`src/rtl/core/scaled_glyph_line_rasterizer_assert.svh`:
```
// ----------------------------------------------------------------------------
// Assertion macros for the glyph line rasterizer
// Shorthand for clocked implication checks that are disabled during an active-low reset.
// ----------------------------------------------------------------------------
`ifndef SCALED_GLYPH_LINE_RASTERIZER_ASSERT_SVH
`define SCALED_GLYPH_LINE_RASTERIZER_ASSERT_SVH

// The consequent must hold in the same cycle as the antecedent.
`define SGLR_ASSERT_SAME(label, clk, rst_n, ante, cons, msg) \
    label: assert property (@(posedge clk) disable iff (!rst_n) (ante) |-> (cons)) \
        else $error(msg);

// The consequent must hold in the cycle after the antecedent.
`define SGLR_ASSERT_NEXT(label, clk, rst_n, ante, cons, msg) \
    label: assert property (@(posedge clk) disable iff (!rst_n) (ante) |=> (cons)) \
        else $error(msg);

`endif

```
`src/rtl/core/sglr_pkg.sv`:
```
// ----------------------------------------------------------------------------
// Glyph line rasterizer package
// Shared widths, types, the 5x7 font table and small lookup functions.
// ----------------------------------------------------------------------------
package sglr_pkg;

    localparam int GLYPH_ROWS  = 7;
    localparam int GLYPH_COLS  = 5;
    localparam int ROM_ENTRIES = 42;
    localparam int GLYPH_IDX_W = 6;
    localparam int ROW_W       = 3;
    localparam int COL_W       = 3;
    localparam int COORD_W     = 11;
    localparam int SCALE_W     = 3;
    localparam int PEN_X_W     = 13;
    localparam int PEN_Y_W     = 12;
    localparam int X_ACC_W     = 14;
    localparam int INK_W       = 3;
    localparam int CFG_IDX_W   = 2;

    localparam logic [PEN_X_W-1:0] PEN_X_MAX = '1;

    localparam logic [CFG_IDX_W-1:0] CFG_SCALE   = 2'd0;
    localparam logic [CFG_IDX_W-1:0] CFG_FRAME_W = 2'd1;
    localparam logic [CFG_IDX_W-1:0] CFG_FRAME_H = 2'd2;

    localparam logic [SCALE_W-1:0] SCALE_RESET = 3'd2;
    localparam logic [COORD_W-1:0] FRAME_RESET = 11'd72;

    localparam logic [6:0] CHAR_SPACE = 7'h20;
    localparam logic [6:0] CHAR_ZERO  = 7'h30;
    localparam logic [6:0] CHAR_NINE  = 7'h39;
    localparam logic [6:0] CHAR_A     = 7'h41;
    localparam logic [6:0] CHAR_Z     = 7'h5a;
    localparam logic [6:0] CHAR_QMARK = 7'h3f;
    localparam logic [6:0] CHAR_PLUS  = 7'h2b;
    localparam logic [6:0] CHAR_MINUS = 7'h2d;
    localparam logic [6:0] CHAR_DOT   = 7'h2e;
    localparam logic [6:0] CHAR_SLASH = 7'h2f;

    localparam logic [GLYPH_IDX_W-1:0] GLYPH_SPACE  = 6'd0;
    localparam logic [GLYPH_IDX_W-1:0] GLYPH_QMARK  = 6'd1;
    localparam logic [GLYPH_IDX_W-1:0] GLYPH_PLUS   = 6'd2;
    localparam logic [GLYPH_IDX_W-1:0] GLYPH_MINUS  = 6'd3;
    localparam logic [GLYPH_IDX_W-1:0] GLYPH_DOT    = 6'd4;
    localparam logic [GLYPH_IDX_W-1:0] GLYPH_SLASH  = 6'd5;
    localparam logic [GLYPH_IDX_W-1:0] GLYPH_DIGIT0 = 6'd6;
    localparam logic [GLYPH_IDX_W-1:0] GLYPH_LETTERA = 6'd16;

    // Row 0 is element 0; bit 4 of a row is the leftmost column.
    typedef logic [0:GLYPH_ROWS-1][GLYPH_COLS-1:0] t_glyph;

    typedef struct packed {
        t_glyph             rows;
        logic [COL_W-1:0]   left;
        logic [COL_W-1:0]   right;
        logic [INK_W-1:0]   ink;
        logic               space;
        logic               inkless;
    } t_glyph_info;

    typedef struct packed {
        logic init;
        logic step_col;
        logic step_row;
    } t_cell_ctrl;

    typedef struct packed {
        logic [COORD_W-1:0] x0;
        logic [COORD_W-1:0] y0;
        logic [COORD_W-1:0] x1;
        logic [COORD_W-1:0] y1;
    } t_rect;

    typedef enum logic [1:0] {
        ST_IDLE,
        ST_LOOKUP,
        ST_SCAN,
        ST_FLUSH
    } t_state;

    // Maps an ASCII code to its font table entry; anything unknown becomes '?'.
    function automatic logic [GLYPH_IDX_W-1:0] f_code_index(input logic [6:0] code);
        logic [6:0] idx;
        idx = {1'b0, GLYPH_QMARK};
        if (code >= CHAR_ZERO && code <= CHAR_NINE) begin
            idx = code - CHAR_ZERO + {1'b0, GLYPH_DIGIT0};
        end else if (code >= CHAR_A && code <= CHAR_Z) begin
            idx = code - CHAR_A + {1'b0, GLYPH_LETTERA};
        end else begin
            case (code)
                CHAR_SPACE: idx = {1'b0, GLYPH_SPACE};
                CHAR_PLUS:  idx = {1'b0, GLYPH_PLUS};
                CHAR_MINUS: idx = {1'b0, GLYPH_MINUS};
                CHAR_DOT:   idx = {1'b0, GLYPH_DOT};
                CHAR_SLASH: idx = {1'b0, GLYPH_SLASH};
                default:    idx = {1'b0, GLYPH_QMARK};
            endcase
        end
        return idx[GLYPH_IDX_W-1:0];
    endfunction

    function automatic t_glyph f_font(input logic [GLYPH_IDX_W-1:0] idx);
        t_glyph g;
        case (idx)
            6'd0:  g = {5'h00, 5'h00, 5'h00, 5'h00, 5'h00, 5'h00, 5'h00};
            6'd1:  g = {5'h0e, 5'h11, 5'h01, 5'h02, 5'h04, 5'h00, 5'h04};
            6'd2:  g = {5'h00, 5'h04, 5'h04, 5'h1f, 5'h04, 5'h04, 5'h00};
            6'd3:  g = {5'h00, 5'h00, 5'h00, 5'h1f, 5'h00, 5'h00, 5'h00};
            6'd4:  g = {5'h00, 5'h00, 5'h00, 5'h00, 5'h00, 5'h06, 5'h06};
            6'd5:  g = {5'h01, 5'h02, 5'h04, 5'h08, 5'h10, 5'h00, 5'h00};
            6'd6:  g = {5'h0e, 5'h11, 5'h13, 5'h15, 5'h19, 5'h11, 5'h0e};
            6'd7:  g = {5'h04, 5'h0c, 5'h04, 5'h04, 5'h04, 5'h04, 5'h0e};
            6'd8:  g = {5'h0e, 5'h11, 5'h01, 5'h02, 5'h04, 5'h08, 5'h1f};
            6'd9:  g = {5'h1e, 5'h01, 5'h01, 5'h0e, 5'h01, 5'h01, 5'h1e};
            6'd10: g = {5'h02, 5'h06, 5'h0a, 5'h12, 5'h1f, 5'h02, 5'h02};
            6'd11: g = {5'h1f, 5'h10, 5'h10, 5'h1e, 5'h01, 5'h01, 5'h1e};
            6'd12: g = {5'h0e, 5'h10, 5'h10, 5'h1e, 5'h11, 5'h11, 5'h0e};
            6'd13: g = {5'h1f, 5'h01, 5'h02, 5'h04, 5'h08, 5'h08, 5'h08};
            6'd14: g = {5'h0e, 5'h11, 5'h11, 5'h0e, 5'h11, 5'h11, 5'h0e};
            6'd15: g = {5'h0e, 5'h11, 5'h11, 5'h0f, 5'h01, 5'h01, 5'h0e};
            6'd16: g = {5'h0e, 5'h11, 5'h11, 5'h1f, 5'h11, 5'h11, 5'h11};
            6'd17: g = {5'h1e, 5'h11, 5'h11, 5'h1e, 5'h11, 5'h11, 5'h1e};
            6'd18: g = {5'h0e, 5'h11, 5'h10, 5'h10, 5'h10, 5'h11, 5'h0e};
            6'd19: g = {5'h1c, 5'h12, 5'h11, 5'h11, 5'h11, 5'h12, 5'h1c};
            6'd20: g = {5'h1f, 5'h10, 5'h10, 5'h1e, 5'h10, 5'h10, 5'h1f};
            6'd21: g = {5'h1f, 5'h10, 5'h10, 5'h1e, 5'h10, 5'h10, 5'h10};
            6'd22: g = {5'h0e, 5'h11, 5'h10, 5'h17, 5'h11, 5'h11, 5'h0e};
            6'd23: g = {5'h11, 5'h11, 5'h11, 5'h1f, 5'h11, 5'h11, 5'h11};
            6'd24: g = {5'h0e, 5'h04, 5'h04, 5'h04, 5'h04, 5'h04, 5'h0e};
            6'd25: g = {5'h01, 5'h01, 5'h01, 5'h01, 5'h11, 5'h11, 5'h0e};
            6'd26: g = {5'h11, 5'h12, 5'h14, 5'h18, 5'h14, 5'h12, 5'h11};
            6'd27: g = {5'h10, 5'h10, 5'h10, 5'h10, 5'h10, 5'h10, 5'h1f};
            6'd28: g = {5'h11, 5'h1b, 5'h15, 5'h15, 5'h11, 5'h11, 5'h11};
            6'd29: g = {5'h11, 5'h19, 5'h15, 5'h13, 5'h11, 5'h11, 5'h11};
            6'd30: g = {5'h0e, 5'h11, 5'h11, 5'h11, 5'h11, 5'h11, 5'h0e};
            6'd31: g = {5'h1e, 5'h11, 5'h11, 5'h1e, 5'h10, 5'h10, 5'h10};
            6'd32: g = {5'h0e, 5'h11, 5'h11, 5'h11, 5'h15, 5'h12, 5'h0d};
            6'd33: g = {5'h1e, 5'h11, 5'h11, 5'h1e, 5'h14, 5'h12, 5'h11};
            6'd34: g = {5'h0f, 5'h10, 5'h10, 5'h0e, 5'h01, 5'h01, 5'h1e};
            6'd35: g = {5'h1f, 5'h04, 5'h04, 5'h04, 5'h04, 5'h04, 5'h04};
            6'd36: g = {5'h11, 5'h11, 5'h11, 5'h11, 5'h11, 5'h11, 5'h0e};
            6'd37: g = {5'h11, 5'h11, 5'h11, 5'h11, 5'h11, 5'h0a, 5'h04};
            6'd38: g = {5'h11, 5'h11, 5'h11, 5'h15, 5'h15, 5'h15, 5'h0a};
            6'd39: g = {5'h11, 5'h11, 5'h0a, 5'h04, 5'h0a, 5'h11, 5'h11};
            6'd40: g = {5'h11, 5'h11, 5'h0a, 5'h04, 5'h04, 5'h04, 5'h04};
            6'd41: g = {5'h1f, 5'h01, 5'h02, 5'h04, 5'h08, 5'h10, 5'h1f};
            default: g = '0;
        endcase
        return g;
    endfunction

    // Gap after a glyph: max(1, (scale + 1) / 3).
    function automatic logic [1:0] f_spacing(input logic [SCALE_W-1:0] scale);
        logic [1:0] sp;
        sp = (scale >= 3'd5) ? 2'd2 : 2'd1;
        return sp;
    endfunction

endpackage

```
`src/rtl/core/sglr_glyph.sv`:
```
// ----------------------------------------------------------------------------
// Glyph lookup
// Finds the font entry of a character and its left and right ink columns.
// ----------------------------------------------------------------------------
module sglr_glyph #(
    parameter int GLYPH_COUNT = 42
) (
    input  logic [6:0]           i_code,
    output sglr_pkg::t_glyph_info o_info
);
    import sglr_pkg::*;

    localparam int GlyphLimit = (GLYPH_COUNT < ROM_ENTRIES) ? GLYPH_COUNT : ROM_ENTRIES;
    localparam logic [GLYPH_IDX_W:0] LimitW = (GLYPH_IDX_W+1)'(GlyphLimit);

    logic [GLYPH_IDX_W-1:0] w_raw_idx;
    logic [GLYPH_IDX_W-1:0] w_idx;
    t_glyph                 w_rows;
    logic [GLYPH_COLS-1:0]  w_mask;
    logic [COL_W-1:0]       w_left;
    logic [COL_W-1:0]       w_right;

    assign w_raw_idx = f_code_index(i_code);
    assign w_idx     = ({1'b0, w_raw_idx} < LimitW) ? w_raw_idx : GLYPH_QMARK;
    assign w_rows    = f_font(w_idx);

    always_comb begin
        w_mask = '0;
        for (int r = 0; r < GLYPH_ROWS; r++) begin
            w_mask = w_mask | w_rows[r];
        end
        // Scan from the right so the leftmost lit column wins.
        w_left = '0;
        for (int c = GLYPH_COLS - 1; c >= 0; c--) begin
            if (w_mask[GLYPH_COLS-1-c]) begin
                w_left = COL_W'(c);
            end
        end
        w_right = '0;
        for (int c = 0; c < GLYPH_COLS; c++) begin
            if (w_mask[GLYPH_COLS-1-c]) begin
                w_right = COL_W'(c);
            end
        end
    end

    always_comb begin
        o_info.rows    = w_rows;
        o_info.left    = w_left;
        o_info.right   = w_right;
        o_info.space   = (i_code == CHAR_SPACE);
        o_info.inkless = (w_mask == '0);
        if (o_info.space) begin
            o_info.ink = INK_W'(2);
        end else if (o_info.inkless) begin
            o_info.ink = INK_W'(3);
        end else begin
            o_info.ink = w_right - w_left + INK_W'(1);
        end
    end

endmodule

```
`src/rtl/core/sglr_cell_unit.sv`:
```
// ----------------------------------------------------------------------------
// Cell rectangle unit
// Steps the cell edges by the scale and clips the current cell to the frame.
// ----------------------------------------------------------------------------
module sglr_cell_unit (
    input  logic                                i_clk,
    input  sglr_pkg::t_cell_ctrl                i_ctrl,
    input  logic [sglr_pkg::PEN_X_W-1:0]        i_pen_x,
    input  logic signed [sglr_pkg::PEN_Y_W-1:0] i_pen_y,
    input  logic [sglr_pkg::SCALE_W-1:0]        i_scale,
    input  logic [sglr_pkg::COORD_W-1:0]        i_frame_w,
    input  logic [sglr_pkg::COORD_W-1:0]        i_frame_h,
    output sglr_pkg::t_rect                     o_rect,
    output logic                                o_nonempty
);
    import sglr_pkg::*;

    logic [X_ACC_W-1:0]        r_x_lo, r_x_hi;
    logic signed [PEN_Y_W-1:0] r_y_lo, r_y_hi;
    logic [X_ACC_W-1:0]        w_x_base, w_x_next;
    logic signed [PEN_Y_W-1:0] w_y_base, w_y_next;

    // One adder per axis: the next edge is always the base plus the scale.
    assign w_x_base = (i_ctrl.init || i_ctrl.step_row) ? {1'b0, i_pen_x} : r_x_hi;
    assign w_x_next = w_x_base + X_ACC_W'(i_scale);
    assign w_y_base = i_ctrl.init ? i_pen_y : r_y_hi;
    assign w_y_next = w_y_base + $signed({{(PEN_Y_W-SCALE_W){1'b0}}, i_scale});

    always_ff @(posedge i_clk) begin
        if (i_ctrl.init || i_ctrl.step_col || i_ctrl.step_row) begin
            r_x_lo <= w_x_base;
            r_x_hi <= w_x_next;
        end
        if (i_ctrl.init || i_ctrl.step_row) begin
            r_y_lo <= w_y_base;
            r_y_hi <= w_y_next;
        end
    end

    function automatic logic [COORD_W-1:0] f_clip_x(input logic [X_ACC_W-1:0] v,
                                                    input logic [COORD_W-1:0] hi);
        logic [COORD_W-1:0] res;
        res = (v > X_ACC_W'(hi)) ? hi : v[COORD_W-1:0];
        return res;
    endfunction

    function automatic logic [COORD_W-1:0] f_clip_y(input logic signed [PEN_Y_W-1:0] v,
                                                    input logic [COORD_W-1:0] hi);
        logic [COORD_W-1:0] res;
        if (v[PEN_Y_W-1]) begin
            res = '0;
        end else begin
            res = (v[COORD_W-1:0] > hi) ? hi : v[COORD_W-1:0];
        end
        return res;
    endfunction

    always_comb begin
        o_rect.x0  = f_clip_x(r_x_lo, i_frame_w);
        o_rect.x1  = f_clip_x(r_x_hi, i_frame_w);
        o_rect.y0  = f_clip_y(r_y_lo, i_frame_h);
        o_rect.y1  = f_clip_y(r_y_hi, i_frame_h);
        o_nonempty = (o_rect.x0 < o_rect.x1) && (o_rect.y0 < o_rect.y1);
    end

endmodule

```
`src/rtl/core/scaled_glyph_line_rasterizer.sv`:
```
// ----------------------------------------------------------------------------
// Scaled glyph line rasterizer
// Draws a line of 5x7 font characters as a stream of clipped pixel rectangles.
// ----------------------------------------------------------------------------
// One character arrives per slave beat. tuser set loads the pen from line_x and
// line_y before drawing. Each lit font cell becomes one scale-by-scale
// rectangle clipped to the frame; empty rectangles are dropped, and tlast marks
// the final rectangle of a character. A character with nothing visible gives no
// beat at all. The pen then moves right by the ink width times the scale plus
// the character gap.
// Sequence: the character is accepted, its font entry is looked up, the cells
// of its ink columns are scanned in row-major order through the cell unit,
// and a closing step ends the character. Spaces and inkless glyphs skip the
// scan. A rectangle is held until the next drawn cell or the closing step so
// the last one can be flagged, and shows on the master side in the cycle after
// that, so it leaves through the hold register and then the output register.
// A stalled master side halts the scan at the next drawn cell while a
// rectangle is held and the output register is full, and holds the closing
// step the same way. Reset returns the pen to the origin, the scale to 2 and
// the frame to 72 by 72, and empties the output.
// Configuration writes are always taken and belong between characters.
// ----------------------------------------------------------------------------
`include "scaled_glyph_line_rasterizer_assert.svh"

module scaled_glyph_line_rasterizer #(
    parameter int GLYPH_COUNT = 42
) (
    input  logic                               i_clk,
    input  logic                               i_rst_n,
    // Character channel.
    input  logic                               i_s_tvalid,
    output logic                               o_s_tready,
    input  logic [31:0]                        i_s_tdata,  // char_code, line_x, line_y, pad
    input  logic                               i_s_tuser,  // line_start
    // Rectangle channel.
    output logic                               o_m_tvalid,
    input  logic                               i_m_tready,
    output logic [47:0]                        o_m_tdata,  // rect_x0, rect_y0, rect_x1, rect_y1, pad
    output logic                               o_m_tlast,  // last_rect
    // Configuration writes.
    input  logic                               i_cfg_valid,
    output logic                               o_cfg_ready,
    input  logic [sglr_pkg::CFG_IDX_W-1:0]     i_cfg_index,
    input  logic [sglr_pkg::COORD_W-1:0]       i_cfg_data
);
    import sglr_pkg::*;

    localparam logic [ROW_W-1:0] RowLast = ROW_W'(GLYPH_ROWS - 1);

    // Configuration registers.
    logic [SCALE_W-1:0]        r_scale;
    logic [COORD_W-1:0]        r_frame_w, r_frame_h;

    // Sequencer state and pen.
    t_state                    r_state, n_state;
    logic [PEN_X_W-1:0]        r_pen_x;
    logic signed [PEN_Y_W-1:0] r_pen_y;
    logic [6:0]                r_char;
    t_glyph_info               r_info;
    logic [ROW_W-1:0]          r_row;
    logic [COL_W-1:0]          r_col;

    // One-deep hold for the latest rectangle, then the output register.
    t_rect                     r_pend;
    logic                      r_pend_valid;
    t_rect                     r_out;
    logic                      r_out_last;
    logic                      r_out_valid;

    t_glyph_info               w_info;
    t_cell_ctrl                w_ctrl;
    t_rect                     w_rect;
    logic                      w_nonempty;
    logic                      w_in_accept;
    logic                      w_out_free;
    logic                      w_lit;
    logic                      w_hit;
    logic                      w_last_cell;
    logic                      w_step;
    logic                      w_push;
    logic                      w_push_last;
    logic                      w_load_pend;
    logic                      w_clear_pend;
    logic                      w_advance;
    logic [6:0]                w_adv;
    logic [X_ACC_W-1:0]        w_pen_sum;

    assign o_cfg_ready = 1'b1;
    assign o_s_tready  = (r_state == ST_IDLE);
    assign w_in_accept = i_s_tvalid && o_s_tready;
    assign w_out_free  = !r_out_valid || i_m_tready;

    assign o_m_tvalid = r_out_valid;
    assign o_m_tlast  = r_out_last;
    assign o_m_tdata  = {4'b0, r_out.y1, r_out.x1, r_out.y0, r_out.x0};

    always_ff @(posedge i_clk) begin
        if (!i_rst_n) begin
            r_scale   <= SCALE_RESET;
            r_frame_w <= FRAME_RESET;
            r_frame_h <= FRAME_RESET;
        end else if (i_cfg_valid) begin
            case (i_cfg_index)
                CFG_SCALE:   r_scale   <= i_cfg_data[SCALE_W-1:0];
                CFG_FRAME_W: r_frame_w <= i_cfg_data;
                CFG_FRAME_H: r_frame_h <= i_cfg_data;
                default: ;
            endcase
        end
    end

    sglr_glyph #(
        .GLYPH_COUNT (GLYPH_COUNT)
    ) u_glyph (
        .i_code (r_char),
        .o_info (w_info)
    );

    sglr_cell_unit u_cell (
        .i_clk      (i_clk),
        .i_ctrl     (w_ctrl),
        .i_pen_x    (r_pen_x),
        .i_pen_y    (r_pen_y),
        .i_scale    (r_scale),
        .i_frame_w  (r_frame_w),
        .i_frame_h  (r_frame_h),
        .o_rect     (w_rect),
        .o_nonempty (w_nonempty)
    );

    // Current font cell, in row-major order across the ink columns only.
    assign w_lit       = r_info.rows[r_row][COL_W'(GLYPH_COLS - 1) - r_col];
    assign w_hit       = w_lit && w_nonempty;
    assign w_last_cell = (r_row == RowLast) && (r_col == r_info.right);

    // Pen advance: ink width times scale plus the gap, saturating.
    assign w_adv     = 7'(r_info.ink) * 7'(r_scale) + 7'(f_spacing(r_scale));
    assign w_pen_sum = {1'b0, r_pen_x} + X_ACC_W'(w_adv);

    always_ff @(posedge i_clk) begin
        if (!i_rst_n) begin
            r_state <= ST_IDLE;
        end else begin
            r_state <= n_state;
        end
    end

    always_comb begin
        n_state      = r_state;
        w_ctrl       = '0;
        w_step       = 1'b0;
        w_push       = 1'b0;
        w_push_last  = 1'b0;
        w_load_pend  = 1'b0;
        w_clear_pend = 1'b0;
        w_advance    = 1'b0;
        case (r_state)
            ST_IDLE: begin
                if (w_in_accept) begin
                    n_state = ST_LOOKUP;
                end
            end
            ST_LOOKUP: begin
                w_ctrl.init = 1'b1;
                if (w_info.space || w_info.inkless) begin
                    n_state = ST_FLUSH;
                end else begin
                    n_state = ST_SCAN;
                end
            end
            ST_SCAN: begin
                // A new hit must first move the held rectangle out.
                if (!(w_hit && r_pend_valid && !w_out_free)) begin
                    w_step = 1'b1;
                    if (w_hit) begin
                        w_load_pend = 1'b1;
                        w_push      = r_pend_valid;
                    end
                    if (w_last_cell) begin
                        n_state = ST_FLUSH;
                    end else if (r_col == r_info.right) begin
                        w_ctrl.step_row = 1'b1;
                    end else begin
                        w_ctrl.step_col = 1'b1;
                    end
                end
            end
            ST_FLUSH: begin
                if (!r_pend_valid) begin
                    w_advance = 1'b1;
                    n_state   = ST_IDLE;
                end else if (w_out_free) begin
                    w_push       = 1'b1;
                    w_push_last  = 1'b1;
                    w_clear_pend = 1'b1;
                    w_advance    = 1'b1;
                    n_state      = ST_IDLE;
                end
            end
            default: begin
                n_state = ST_IDLE;
            end
        endcase
    end

    // Pen and valid flags.
    always_ff @(posedge i_clk) begin
        if (!i_rst_n) begin
            r_pen_x      <= '0;
            r_pen_y      <= '0;
            r_pend_valid <= 1'b0;
            r_out_valid  <= 1'b0;
        end else begin
            if (w_in_accept && i_s_tuser) begin
                r_pen_x <= {3'b0, i_s_tdata[16:7]};
                r_pen_y <= {i_s_tdata[27], i_s_tdata[27:17]};
            end else if (w_advance) begin
                r_pen_x <= (w_pen_sum > X_ACC_W'(PEN_X_MAX)) ? PEN_X_MAX
                                                              : w_pen_sum[PEN_X_W-1:0];
            end
            if (w_load_pend) begin
                r_pend_valid <= 1'b1;
            end else if (w_clear_pend) begin
                r_pend_valid <= 1'b0;
            end
            if (w_push) begin
                r_out_valid <= 1'b1;
            end else if (i_m_tready) begin
                r_out_valid <= 1'b0;
            end
        end
    end

    // Payload registers.
    always_ff @(posedge i_clk) begin
        if (w_in_accept) begin
            r_char <= i_s_tdata[6:0];
        end
        if (r_state == ST_LOOKUP) begin
            r_info <= w_info;
            r_row  <= '0;
            r_col  <= w_info.left;
        end else if (w_step) begin
            if (r_col == r_info.right) begin
                r_col <= r_info.left;
                r_row <= r_row + ROW_W'(1);
            end else begin
                r_col <= r_col + COL_W'(1);
            end
        end
        if (w_load_pend) begin
            r_pend <= w_rect;
        end
        if (w_push) begin
            r_out      <= r_pend;
            r_out_last <= w_push_last;
        end
    end

    `SGLR_ASSERT_SAME(a_ready_no_hold, i_clk, i_rst_n, o_s_tready, !r_pend_valid, "held rectangle left behind while taking a character")
    `SGLR_ASSERT_SAME(a_hold_in_scan, i_clk, i_rst_n, r_pend_valid, (r_state == ST_SCAN) || (r_state == ST_FLUSH), "rectangle held outside the scan")
    `SGLR_ASSERT_SAME(a_cell_in_ink, i_clk, i_rst_n, r_state == ST_SCAN, (r_row <= RowLast) && (r_col >= r_info.left) && (r_col <= r_info.right), "scan cell outside the ink columns")
    `SGLR_ASSERT_NEXT(a_accept_lookup, i_clk, i_rst_n, w_in_accept, r_state == ST_LOOKUP, "accepted character not looked up")

endmodule
```
`config.mk`:
```
export PLATFORM = sky130hd
export DESIGN_NAME = scaled_glyph_line_rasterizer
export DESIGN_NICKNAME = d
export VERILOG_FILES = /design/src/rtl/core/sglr_pkg.sv /design/src/rtl/core/sglr_glyph.sv /design/src/rtl/core/sglr_cell_unit.sv /design/src/rtl/core/scaled_glyph_line_rasterizer.sv
export VERILOG_INCLUDE_DIRS = /design/src /design/src/rtl/core
export SDC_FILE = /design/constraint.sdc
export NUM_CORES = 1
export LEC_CHECK = 0
export BUFFER_PORTS_ARGS = -buffer_cell sky130_fd_sc_hd__buf_2
export CAP_MARGIN = 20
export CORE_ASPECT_RATIO = 1.4
export CORE_MARGIN = 1
export CORE_UTILIZATION = 25
export CTS_BUF_LIST = sky130_fd_sc_hd__clkbuf_4 sky130_fd_sc_hd__clkbuf_8
export CTS_CLUSTER_SIZE = 16
export DETAILED_ROUTE_END_ITERATION = 10
export GPL_TIMING_DRIVEN = 0
export PLACE_DENSITY_LB_ADDON = 0.05
export SLEW_MARGIN = 20
export SYNTH_ARGS = -nofsm -noshare
export SYNTH_HDL_FRONTEND = slang
export SYNTH_SLANG_ARGS = --single-unit
```
`constraint.sdc`:
```
create_clock -name i_clk -period 11.4 [get_ports i_clk]
set_input_delay 2.85 -clock i_clk [delete_from_list [all_inputs] [get_ports i_clk]]
set_output_delay 2.85 -clock i_clk [all_outputs]
set_load 0.005 [all_outputs]
```
==> reports/metrics.csv <==
stage;metric;value;unit
detailed_routing;first_pass_iters;5;
synth;yosys_most_used_dff;edfxtp_1;
sta;hold_viol_final;0;
synth;syn-instance-count;1519;
floorplan;die_width;212;um
floorplan;dieArea;0.0627;sq mm
critical_path;r2r_cells;25;
sta;min_period;7.97;ns
cts;cts_sinks;251;
cts;h-tree-depth;2;
status;outcome;completed;
sta;worst_slew_pin_slew;1.11;ns
synth;ys_warn_count;0;
floorplan;row_count;107;
detailed_routing;routedWlPerCell;23.5;um
sta;setup_ws;3.43;ns
floorplan;core_area;0.0609;sq mm
min_path;hold_path.class;flop to flop;
critical_path;required;11.72;ns
detailed_routing;viasPerCell;4.99;
synth;ys_ff_latch;251;
cts;clk_latency;0.60;ns
critical_path;critPathKind;flop to flop;
critical_path;critPathCapture;u_cell.r_x_hi[13]$_DFFE_PP_;
cts;cts-root-buf;clkbuf_8;
floorplan;initial_core_util;0.253;
detailed_routing;antenna_left;0;
place;place.gp.congestion;0.929;
pwr;ir_worst_vdd;0.0000890;V
detailed_routing;post-route-drc-count;0;
global_routing;antenna_found_initial;1;
synth;synth_top_area_cell;edfxtp_1;
synth;synth_edf_count;195;
synth;synth_top_area_frac;0.380;
cts;path_clk_slew;0.05;ns
global_routing;grt_first_pass_wirelength;86700;um
synth;avgSynthCellArea;10.1;sq um
floorplan;io_pins;103;
cts;post_cts_buffers;0;
place;placed_cells;2439;
critical_path;r2r_slack;3.43;ns
sta;slew_violations;0;
floorplan;die_height;296;um
final_layout;area_delta_synth_final;16.9;%
detailed_routing;drt_iter0_drc;699;
critical_path;end_kind;flop;
place;dp_hpwl;47200;um
sta;setup_tns;0;ns
job;maxCapViolations;0;
global_routing;grt_max_degree;46;
cts;cts_inserted_buffers;45;
critical_path;r2r_end;u_cell.r_x_hi[13]$_DFFE_PP_;
final_layout;drive_above_1_share;0.170;
critical_path;startpoint;r_frame_w[10]$_SDFFE_PN0P_;
sta;finalCritPeriodShare;0.699;
synth;synth_area_leaders;edfxtp_1 (38%), ha_1 (8.1%), dfxtp_1 (7.3%);
sta;max_clock_freq;125;MHz
pwr;p_leak;0.00681;uW
synth;yosysSeqAreaShare;0.453;
pwr;power_density;233;mW/mm^2
cts;cts.repair.resized;0;
synth;async_reset_ff_frac;0;
global_routing;grt_usage;0.191;
global_routing;overflow;0;
critical_path;path_max_fanout;10;
critical_path;critical_path.startpoint_type;flop;
synth;synth.distinct_cells;97;
sta;setup_viol;0;
sta;max_slew_margin;0.255;
global_routing;grt_pass1_vias;13000;
final_layout;final_core_util;0.296;
place;io_buffers;92;
cts;cts_hold_buf;0;
final_layout;final_cells;2519;
sta;rsz0062_at_grt;no;
place;detailedPlace.worstSlack;3.26;ns
synth;syn_area;0.0154;sq mm
final_layout;nets;1828;
critical_path;r2r_start;r_frame_w[10]$_SDFFE_PN0P_;
detailed_routing;wl;59200;um
detailed_routing;vias;12600;
cts;cts_max_path_buffers;3;
critical_path;cp.arrival;8.29;ns
sta;finClkSkew;0.0251;ns
cts;tritoncts;yes;
## worst max-delay path, cell delays in order, from the launching register on
cell and delay, ns:
dfxtp_1 0.45, inv_1 0.11, ha_1 0.31, nand3_1 0.13
nor2_1 0.20, o31ai_1 0.10, a21oi_1 0.28, clkbuf_1 0.54
mux2_2 0.43, ha_1 0.30, a21oi_1 0.15, nor2b_1 0.05
o21ai_0 0.68, o2111ai_1 0.23, nor2_1 0.25, and3_1 0.19
nand3_1 0.28, a41o_1 0.34, clkbuf_1 0.33, buf_1 0.38
mux2_2 0.37, ha_1 0.33, a21oi_1 0.23, or4b_2 0.74
xnor2_1 0.16, o21ai_0 0.09
## synthesized netlist by cell type, drive strengths merged, types with 10 or more instances
master / count
edfxtp: 195
nand2: 138
a21oi: 137
nor2: 109
inv: 105
ha: 100
o21ai: 67
dfxtp: 56
clkbuf: 46
mux2i: 46
nand3: 38
mux2: 33
buf: 31
xnor2: 28
nor3: 25
o211ai: 22
nand4: 21
a211oi: 19
or2: 17
a21o: 16
nand2b: 16
xor2: 16
o22ai: 12
nor2b: 11
a31oi: 10
and2: 10
and3: 10
## stage by stage
| step | hold slack (ns) | power (uW) | area, sq um |
|---|---|---|---|
| after floorplan | 0.400 | 2620 | 15400 |
| after global placement | 0.402 | 3380 | 16900 |
| after detailed placement | 0.405 | 3360 | 17100 |
| after CTS | 0.415 | 4250 | 18000 |
| after global routing | 0.424 | 4460 | 18000 |
| final | 0.417 | 4200 | 18000 |
## per-layer routing
metal,track usage,up-vias,wire length (um)
met5,0,-,0
met4,0.126,0,4270
met3,0.0249,196,2200
met2,0.376,401,32400
met1,0.183,6024,20400
li1,-,5950,-
## area by class of cell
| type | instances | area (sq um) |
|---|---|---|
| plain buffers | 77 | 352 |
| inverters | 107 | 402 |
| well taps | 817 | 1020 |
| multi-input cells | 1088 | 7800 |
| diodes | 1 | 2.50 |
| repair buffers | 99 | 586 |
| fillers | 6384 | 42900 |
| flip-flops and latches | 251 | 6980 |
| clock inverters | 15 | 104 |
| clock buffers | 64 | 774 |
## state kept, by name, indices dropped and copies added (netlist names), 2 cells and up
register / flops
u_cell.r_y_hi: 12
r_frame_w: 11
r_scale: 3
r_pend: 44
r_info: 44
o_m_tdata: 44
r_pen_x: 13
r_pen_y: 11
r_frame_h: 11
u_cell.r_y_lo: 12
r_char: 7
r_row: 3
u_cell.r_x_lo: 14
r_col: 3
r_state: 2
u_cell.r_x_hi: 14
## placed cells by master (no fill, tap or decap), drive strengths merged, types with 12 or more instances in the layout
cell type	Yosys	routed
nand2	138	138
nor2	109	109
nand2b	16	16
xnor2	28	28
mux2	33	33
inv	105	107
xor2	16	16
dfxtp	56	56
nor3	25	25
a211oi	19	19
clkinv	2	13
mux2i	46	46
or2	17	17
edfxtp	195	195
ha	100	100
nand3	38	38
nand4	21	21
o22ai	12	12
o211ai	22	22
o21ai	67	67
buf	31	130
a21o	16	16
a21oi	137	137
clkbuf	46	110
## worst min path at each step
stage,startpoint,end,depth (start not counted)
floorplan,r_pend[33]$_DFFE_PP_,o_m_tdata[0]$_DFFE_PP_,0
global placement,r_pend[27]$_DFFE_PP_,o_m_tdata[16]$_DFFE_PP_,0
detailed placement,r_pend[28]$_DFFE_PP_,o_m_tdata[17]$_DFFE_PP_,0
CTS,r_pend[11]$_DFFE_PP_,o_m_tdata[22]$_DFFE_PP_,0
global route,r_pend[11]$_DFFE_PP_,o_m_tdata[22]$_DFFE_PP_,0
finish,r_pend[41]$_DFFE_PP_,o_m_tdata[8]$_DFFE_PP_,0
## power by group
part	switching, uW	total (uW)	internal (uW)	leakage (uW)
clock	386	847	460	0.000464
combinational	1280	1950	669	0.00410
sequential	131	1400	1270	0.00224
total	1800	4200	2400	0.00681
## cell families (layout without fill, tap and decap cells)
family / Yosys count / count (layout) / synth area share
DFF: 251 / 251 / 0.453
other: 2 / 7 / 0.000487
AOI/OAI and AO/OA: 402 / 402 / 0.177
adders and majority gates: 108 / 108 / 0.0915
xor gates and xnor gates: 44 / 44 / 0.0250
muxes: 86 / 86 / 0.0642
and+or+nand+nor: 442 / 442 / 0.141
buffers and inverters: 184 / 362 / 0.0487
No activity file was read; power rests on OpenSTA's default activity.
